**src/ftma_pkg.sv**
```systemverilog
// Shared constants, types and register codes for the frame-time moving average unit.
// No dependencies; every other file of the block imports this package.
package ftma_pkg;

  // Window depth and fixed-point format
  localparam int WINDOW        = 256;
  localparam int FRACTION_BITS = 16;

  // Field widths
  localparam int TS_W    = 64;
  localparam int TIME_W  = 32;
  localparam int COUNT_W = $clog2(WINDOW + 1);
  localparam int HEAD_W  = $clog2(WINDOW);
  localparam int SUM_W   = TIME_W + $clog2(WINDOW);

  // Tick-to-millisecond scale factor, 1000 * 2^FRACTION_BITS
  localparam longint unsigned SCALE_VALUE = 64'd1000 << FRACTION_BITS;
  localparam int SCALE_W = $clog2(SCALE_VALUE + 1);
  localparam int PART_W  = TIME_W + SCALE_W;
  localparam int PROD_W  = TS_W + SCALE_W;

  // Shared divider sizing
  localparam int DIV_W  = (SUM_W > TIME_W) ? SUM_W : TIME_W;
  localparam int STEP_W = $clog2(DIV_W + 1);

  // Configuration port
  localparam int CFG_INDEX_W = 1;
  localparam logic [CFG_INDEX_W-1:0] CFG_COUNTER_FREQUENCY = 1'd0;
  localparam logic [CFG_INDEX_W-1:0] CFG_MAX_DELTA_TIME    = 1'd1;

  localparam logic [TIME_W-1:0] FREQ_RESET      = 32'd10000000;
  localparam logic [TIME_W-1:0] MAX_DELTA_RESET = 32'd6553600;

  // Divider request and response
  typedef struct packed {
    logic              start;
    logic [TIME_W-1:0] rem_init;
    logic [DIV_W-1:0]  dividend;
    logic [TIME_W-1:0] divisor;
    logic [STEP_W-1:0] steps;
  } div_req_t;

  typedef struct packed {
    logic             busy;
    logic             done;
    logic [DIV_W-1:0] quotient;
  } div_rsp_t;

endpackage

```
**src/ftma_div.sv**
```systemverilog
// Shared restoring divider, one quotient bit per cycle.
// Depends on ftma_pkg for div_req_t / div_rsp_t.
module ftma_div import ftma_pkg::*; (
  input  logic     clk,
  input  logic     rst,
  input  div_req_t req,
  output div_rsp_t rsp
);

  logic              busy;
  logic              done;
  logic [TIME_W-1:0] rem;
  logic [DIV_W-1:0]  acc;
  logic [TIME_W-1:0] dvs;
  logic [STEP_W-1:0] cnt;
  logic [TIME_W:0]   shifted;
  logic [TIME_W:0]   diff;
  logic              fits;

  // Trial subtract of the shifted partial remainder
  always_comb begin
    shifted = {rem, acc[DIV_W-1]};
    diff    = shifted - {1'b0, dvs};
    fits    = shifted >= {1'b0, dvs};
  end

  // Control: load on start, count steps, pulse done after the last one
  always_ff @(posedge clk) begin
    if (rst) begin
      busy <= 1'b0;
      done <= 1'b0;
      cnt  <= '0;
    end else begin
      done <= 1'b0;
      if (req.start) begin
        busy <= 1'b1;
        cnt  <= req.steps;
      end else if (busy) begin
        cnt <= cnt - STEP_W'(1);
        if (cnt == STEP_W'(1)) begin
          busy <= 1'b0;
          done <= 1'b1;
        end
      end
    end
  end

  // Datapath: remainder and dividend/quotient shift register
  always_ff @(posedge clk) begin
    if (req.start) begin
      rem <= req.rem_init;
      acc <= req.dividend;
      dvs <= req.divisor;
    end else if (busy) begin
      rem <= fits ? diff[TIME_W-1:0] : shifted[TIME_W-1:0];
      acc <= {acc[DIV_W-2:0], fits};
    end
  end

  assign rsp.busy     = busy;
  assign rsp.done     = done;
  assign rsp.quotient = acc;

endmodule

```
**config.mk**
```make
export PLATFORM = sky130hd
export DESIGN_NAME = ftma_div
export DESIGN_NICKNAME = d
export VERILOG_FILES = /design/src/ftma_pkg.sv /design/src/ftma_div.sv
export SDC_FILE = /design/constraint.sdc
export NUM_CORES = 1
export LEC_CHECK = 0
export BUFFER_PORTS_ARGS = -buffer_cell sky130_fd_sc_hd__buf_2
export CORE_AREA = 2 2 134 136
export CTS_CLUSTER_DIAMETER = 30
export DETAILED_ROUTE_END_ITERATION = 12
export DIE_AREA = 0 0 136 138
export MAX_ROUTING_LAYER = met4
export PLACE_DENSITY_LB_ADDON = 0.25
export SYNTH_ARGS = -nofsm -noshare
export SYNTH_HDL_FRONTEND = slang
export SYNTH_SLANG_ARGS = --single-unit
```
**constraint.sdc**
```tcl
create_clock -name clk -period 3.1 [get_ports clk]
set_input_delay 0.465 -clock clk [delete_from_list [all_inputs] [get_ports clk]]
set_output_delay 0.465 -clock clk [all_outputs]
set_load 0.03 [all_outputs]
```
# == Yosys cells after proc, flatten, opt, wreduce, memory -nomap -nowiden ==
# Cells that the tools add are included.
# word_totals
regBits,112
latch_bits,0
mem_bits_rw,0
mem_bits_ro,0
in_bits,113
output_inout_bits,42
word_cells,24
n_memories,0
# classes
n_addsub,2
n_mul,0
div_mod_pow,0
n_lt_le_gt_ge,1
n_eq_ne,1
shift,0
muxes,11
bitwise_logic,1
n_reduce_logical,2
# ops
operator,count
$mux 32,3
$mux 40,2
$ge 33x32->1,1
$sub 32x32->32,1
$mux 6,2
$eq 6x1->1 const B,1
$sub 6x1->6 const B,1
$mux 1,4
$reduce_or 3->1,1
$reduce_bool 2->1,1
$not 1->1,1

# == Depth between registers and ports, before layout ==
# logic_depth
depth_word,4
ltp_mapped,12

# == Worst setup path after synthesis ==
# No wires, ideal clock.
# synth_path
kind,register to register
from,reg acc[39]
to,reg rem[26] (data pin)
setup_ns,0.261
arrival_time_ns,2.912
required_ns,2.839
slack_ns,-0.072
path_stages_with_launch,13
n_path_buf,0
path_cell_list,edfxtp_1 -> inv_1 -> ha_1 -> inv_1 -> fa_1 -> a21o_1 -> a221oi_4 -> nor3_2 -> o41ai_4 -> a211oi_1 -> nor3_2 -> xnor2_1 -> a221o_1
# synth_via
elab_chain_cells,4
elab_cells_between_ends,5
# synth_rtl
item,line_no,text
start: declaration,ftma_div.sv:13,logic [DIV_W-1:0] acc;
start signal: assignment,ftma_div.sv:52,acc <= req.dividend;
start signal: assignment,ftma_div.sv:56,"acc <= {acc[DIV_W-2:0], fits};"
$sub 32x32->32 / $ge 33x32->1 (equally long branches),"ftma_div.sv:23, ftma_div.sv:24",
$mux 32 (*),ftma_div.sv:55,rem <= fits ? diff[TIME_W-1:0] : shifted[TIME_W-1:0];
$mux 32 (*),ftma_div.sv:54,end else if (busy) begin
$mux 32 (*),ftma_div.sv:50,if (req.start) begin
end signal: assignment,ftma_div.sv:51,rem <= req.rem_init;
end signal: assignment,ftma_div.sv:55,
end: declaration,ftma_div.sv:12,logic [TIME_W-1:0] rem;
# Every way passes the cells marked *; elsewhere a longest branch is shown, timed or not. The select of a mux whose other input is x is not followed.
# A chain may end at the register's enable or synchronous reset.

# == Worst setup path in the final report ==
# layout_path
from,reg acc[39]
to,reg rem[18] (data pin)
# Same word-level chain as after synthesis.

==> impl_metrics.yaml <==
floorplan:
  die_w_um: 136
  die_h_um: 138
  ios: 155
  initial_core_util_pct: 38.8
  rows: 49
  core_area_mm2: 0.0175
  die_area_mm2: 0.0188
yosys:
  synth_compound_area_share_pct: 16.8
  synth_top_cell_area_share_pct: 45.9
  synthMuxAreaShare_pct: 8.45
  synthXorXnorAreaFrac_pct: 2.83
  yosysWarnings: 0
  ys_seq_area_share_pct: 48.2
  syn_avg_cell_area_um2: 10.7
  synth_top_family_by_area: "compound AO/OA/AOI/OAI gates"
  synth_cell_type_count: 68
  synth_top_area_cell: "edfxtp_1"
  synth_common_cells: "104 x edfxtp_1, 50 x nand2_1, 49 x nor2_1, 47 x a21oi_1"
  synth_flop_cell: "edfxtp_1"
  netlist_top_cells_area: "edfxtp_1 46%, mux2_2 7.3%, ha_1 6.2%"
  synth_seq_cells: 112
  synthArstFlopShare_pct: 0
  synthesis.nets: 783
  yosys.area_share.simple_pct: 12.5
  synth-edff-count: 104
  synth_area_mm2: 0.00681
  synthAdderAreaFrac_pct: 6.54
  postSynthCellCount: 635
  yosysMostFrequentCell: "edfxtp_1"
worst_setup_path:
  slowest_delay_ns: 0.40
  crit_arrival_ns: 3.22
  worstPathRequired_ns: 3.32
  crit_slowest_cell: "edfxtp_1"
  crit_fanout: 4
  critical_path_class: "reg -> reg"
  crit_path_end_kind: "flip-flop"
  crit_chain: "inv_1 > ha_2 > inv_2 > fa_2 > a21o_1 > a221oi_4 > nor3_2 > o41ai_4 > buf_4 > buf_6 > a211oi_2 > o21a_1 > or3_4 > a2bb2oi_2"
  ff2ff_setup_slack_ns: 0.10
  worstSetupStartpointType: "flip-flop"
  ff2ff_path_depth: 14
global_routing:
  grt_overflow: 0
  grt_first_pass_wirelength_mm: 30.0
  antenna_found_initial: 1
  grt.busiest_layer: "met2"
  use_met1_pct: 25.6
  grt_max_degree: 73
  use_met3_pct: 5.72
  grt_pass1_vias: 5992
  grt_use_met2_pct: 33.6
  grt_use_total_pct: 20.7
routing:
  num_vias: 5664
  wl_mm: 18.6
  drc: 0
  final_antenna_net_count: 0
  drt_pass1_iterations: 5
  drt_iter0_drc: 355
  wl_per_cell_um: 17.5
  vias_per_cell: 5.33
hold_path:
  hold_path_class: "in -> reg"
  whs_path_depth: 1
layout:
  final_core_util_pct: 49.4
  nets: 976
  syn_to_final_growth_pct: 27.2
  fin_area_mm2: 0.00866
  n_fill_cell: 1677
  final_layout_size_suffix_gt1_share_pct: 37.9
  layoutNonFillerInstCount: 1063
timing:
  tightest_slew_ns: 0.933
  slew-limit-headroom_pct: 37.7
  fmax_mhz: 333
  whs_ns: 0.269
  period_share_pct: 96.7
  rsz0062_at_grt: "yes"
  drv_slew: 0
  period_needed_ns: 3.00
  fin_worst_skew_ns: 0.0117
  hold_viol: 0
  setup_viol: 0
cts:
  cts_made_buffers: 9
  clk-insertion-delay-late_ns: 0.37
  clock-sinks: 112
  clk_pin_slew_ns: 0.09
  hold_buffers: 0
  cts_tree: "done"
  cts_buffer_depth: 2
  htree_levels: 3
  root_buffer: "clkbuf_16"
pwr:
  peakVddDrop_v: 0.000388
  p_leak_nw: 3.71
  power_density_mw_per_mm2: 671
status:
  outcome: "finished clean"
placement:
  gp_congestion: 0.942
  dp_hpwl_mm: 13.8
  portBuffers: 154
  dp.cells: 1038
  placed_cell_area_mm2: 0.00816
flow_run:
  maxCapViolCount: 0
## cell usage in the layout (no fill, tap or decap), types with 4 or more instances in the layout
cell type / synthesis / final
a211oi_1: 6 / 4
a21boi_0: 5 / 4
a21o_1: 18 / 18
a21oi_1: 47 / 45
a2bb2oi_1: 8 / 7
a31oi_1: 13 / 13
and3_1: 7 / 7
buf_2: 6 / 153
buf_4: 3 / 59
clkbuf_16: 0 / 9
dfxtp_1: 8 / 8
edfxtp_1: 104 / 104
ha_1: 34 / 27
ha_2: 0 / 5
inv_1: 44 / 43
mux2_2: 44 / 44
mux2i_1: 8 / 8
nand2_1: 50 / 50
nand2b_1: 4 / 4
nand3_1: 14 / 14
nand4_1: 8 / 8
nor2_1: 49 / 49
nor3_1: 13 / 12
o211ai_1: 7 / 7
o21a_1: 4 / 4
o21ai_0: 19 / 17
o21ai_1: 3 / 4
o31ai_2: 1 / 4
or3_1: 9 / 8
xnor2_1: 16 / 16
xor2_1: 6 / 6
## worst paths after layout
kind                      from           endpoint
max          acc[39]$_DFFE_PP_  rem[18]$_DFFE_PP_
min                    req[36]  dvs[30]$_DFFE_PP_
max reg2reg  acc[39]$_DFFE_PP_  rem[18]$_DFFE_PP_
min reg2reg  acc[33]$_DFFE_PP_  acc[34]$_DFFE_PP_
## flip-flops by register name (all words and copies together) (netlist names)
| name | cells |
|---|---|
| acc | 40 |
| busy | 1 |
| cnt | 6 |
| done | 1 |
| dvs | 32 |
| rem | 32 |
## area by class of cell
class / instances / area (µm²) / area share (%)
Multi-Input combinational cell: 445 / 3350 / 38.7
Sequential cell: 112 / 3280 / 37.9
Timing Repair Buffer: 216 / 1280 / 14.8
Tap cell: 229 / 287 / 3.31
Clock buffer: 9 / 225 / 2.60
Inverter: 44 / 165 / 1.91
Clock inverter: 7 / 71.3 / 0.823
Antenna cell: 1 / 2.50 / 0.0289
## repair_timing
action,in CTS,in global routing
pin swaps,2,4
setup endpoints to repair,10,28
buffers inserted,1,7
resized for setup,6,27
gates cloned,0,0
## power breakdown
group / switching (mW) / total [mW] / internal (mW)
Clock: 0.623 / 1.20 / 0.573
Combinational: 1.41 / 2.56 / 1.15
Sequential: 0.130 / 2.06 / 1.93
Total: 2.16 / 5.81 / 3.65
## through the flow
stage / setup slack [ns] / setup TNS [ns] / power, mW
2_1_floorplan: 0.0427 / 0 / 3.68
3_3_place_gp: -0.0108 / -0.0108 / 4.45
3_5_place_dp: -0.00807 / -0.00807 / 4.49
4_1_cts: 0.00345 / 0 / 5.73
5_1_grt: -0.0313 / -0.159 / 6.16
6_report: 0.101 / 0 / 5.81
## per-layer routing
| metal | up-vias | share of wire (%) |
|---|---|---|
| li1 | 2755 | - |
| met1 | 2694 | 44 |
| met2 | 196 | 48 |
| met5 | - | 0 |
| met4 | 0 | 1.8 |
| met3 | 19 | 6.6 |
## worst max-delay path: cells and delay by family, from the launching register on
family	cells	cell delay, ns
AO/OA/AOI/OAI	6	1.06
adder cells (fa/ha/maj)	2	0.51
buffers and inverters	4	0.43
flip-flops	1	0.40
AND/OR/NAND/NOR	2	0.46
## kinds of logic after synthesis
logic type | Yosys count
compound gates | 162
xor+xnor | 22
fa+ha+maj | 35
buf+inv | 78
flops | 112
mux | 52
simple gates | 174
Note: power is estimated with default switching activity, not from simulation.
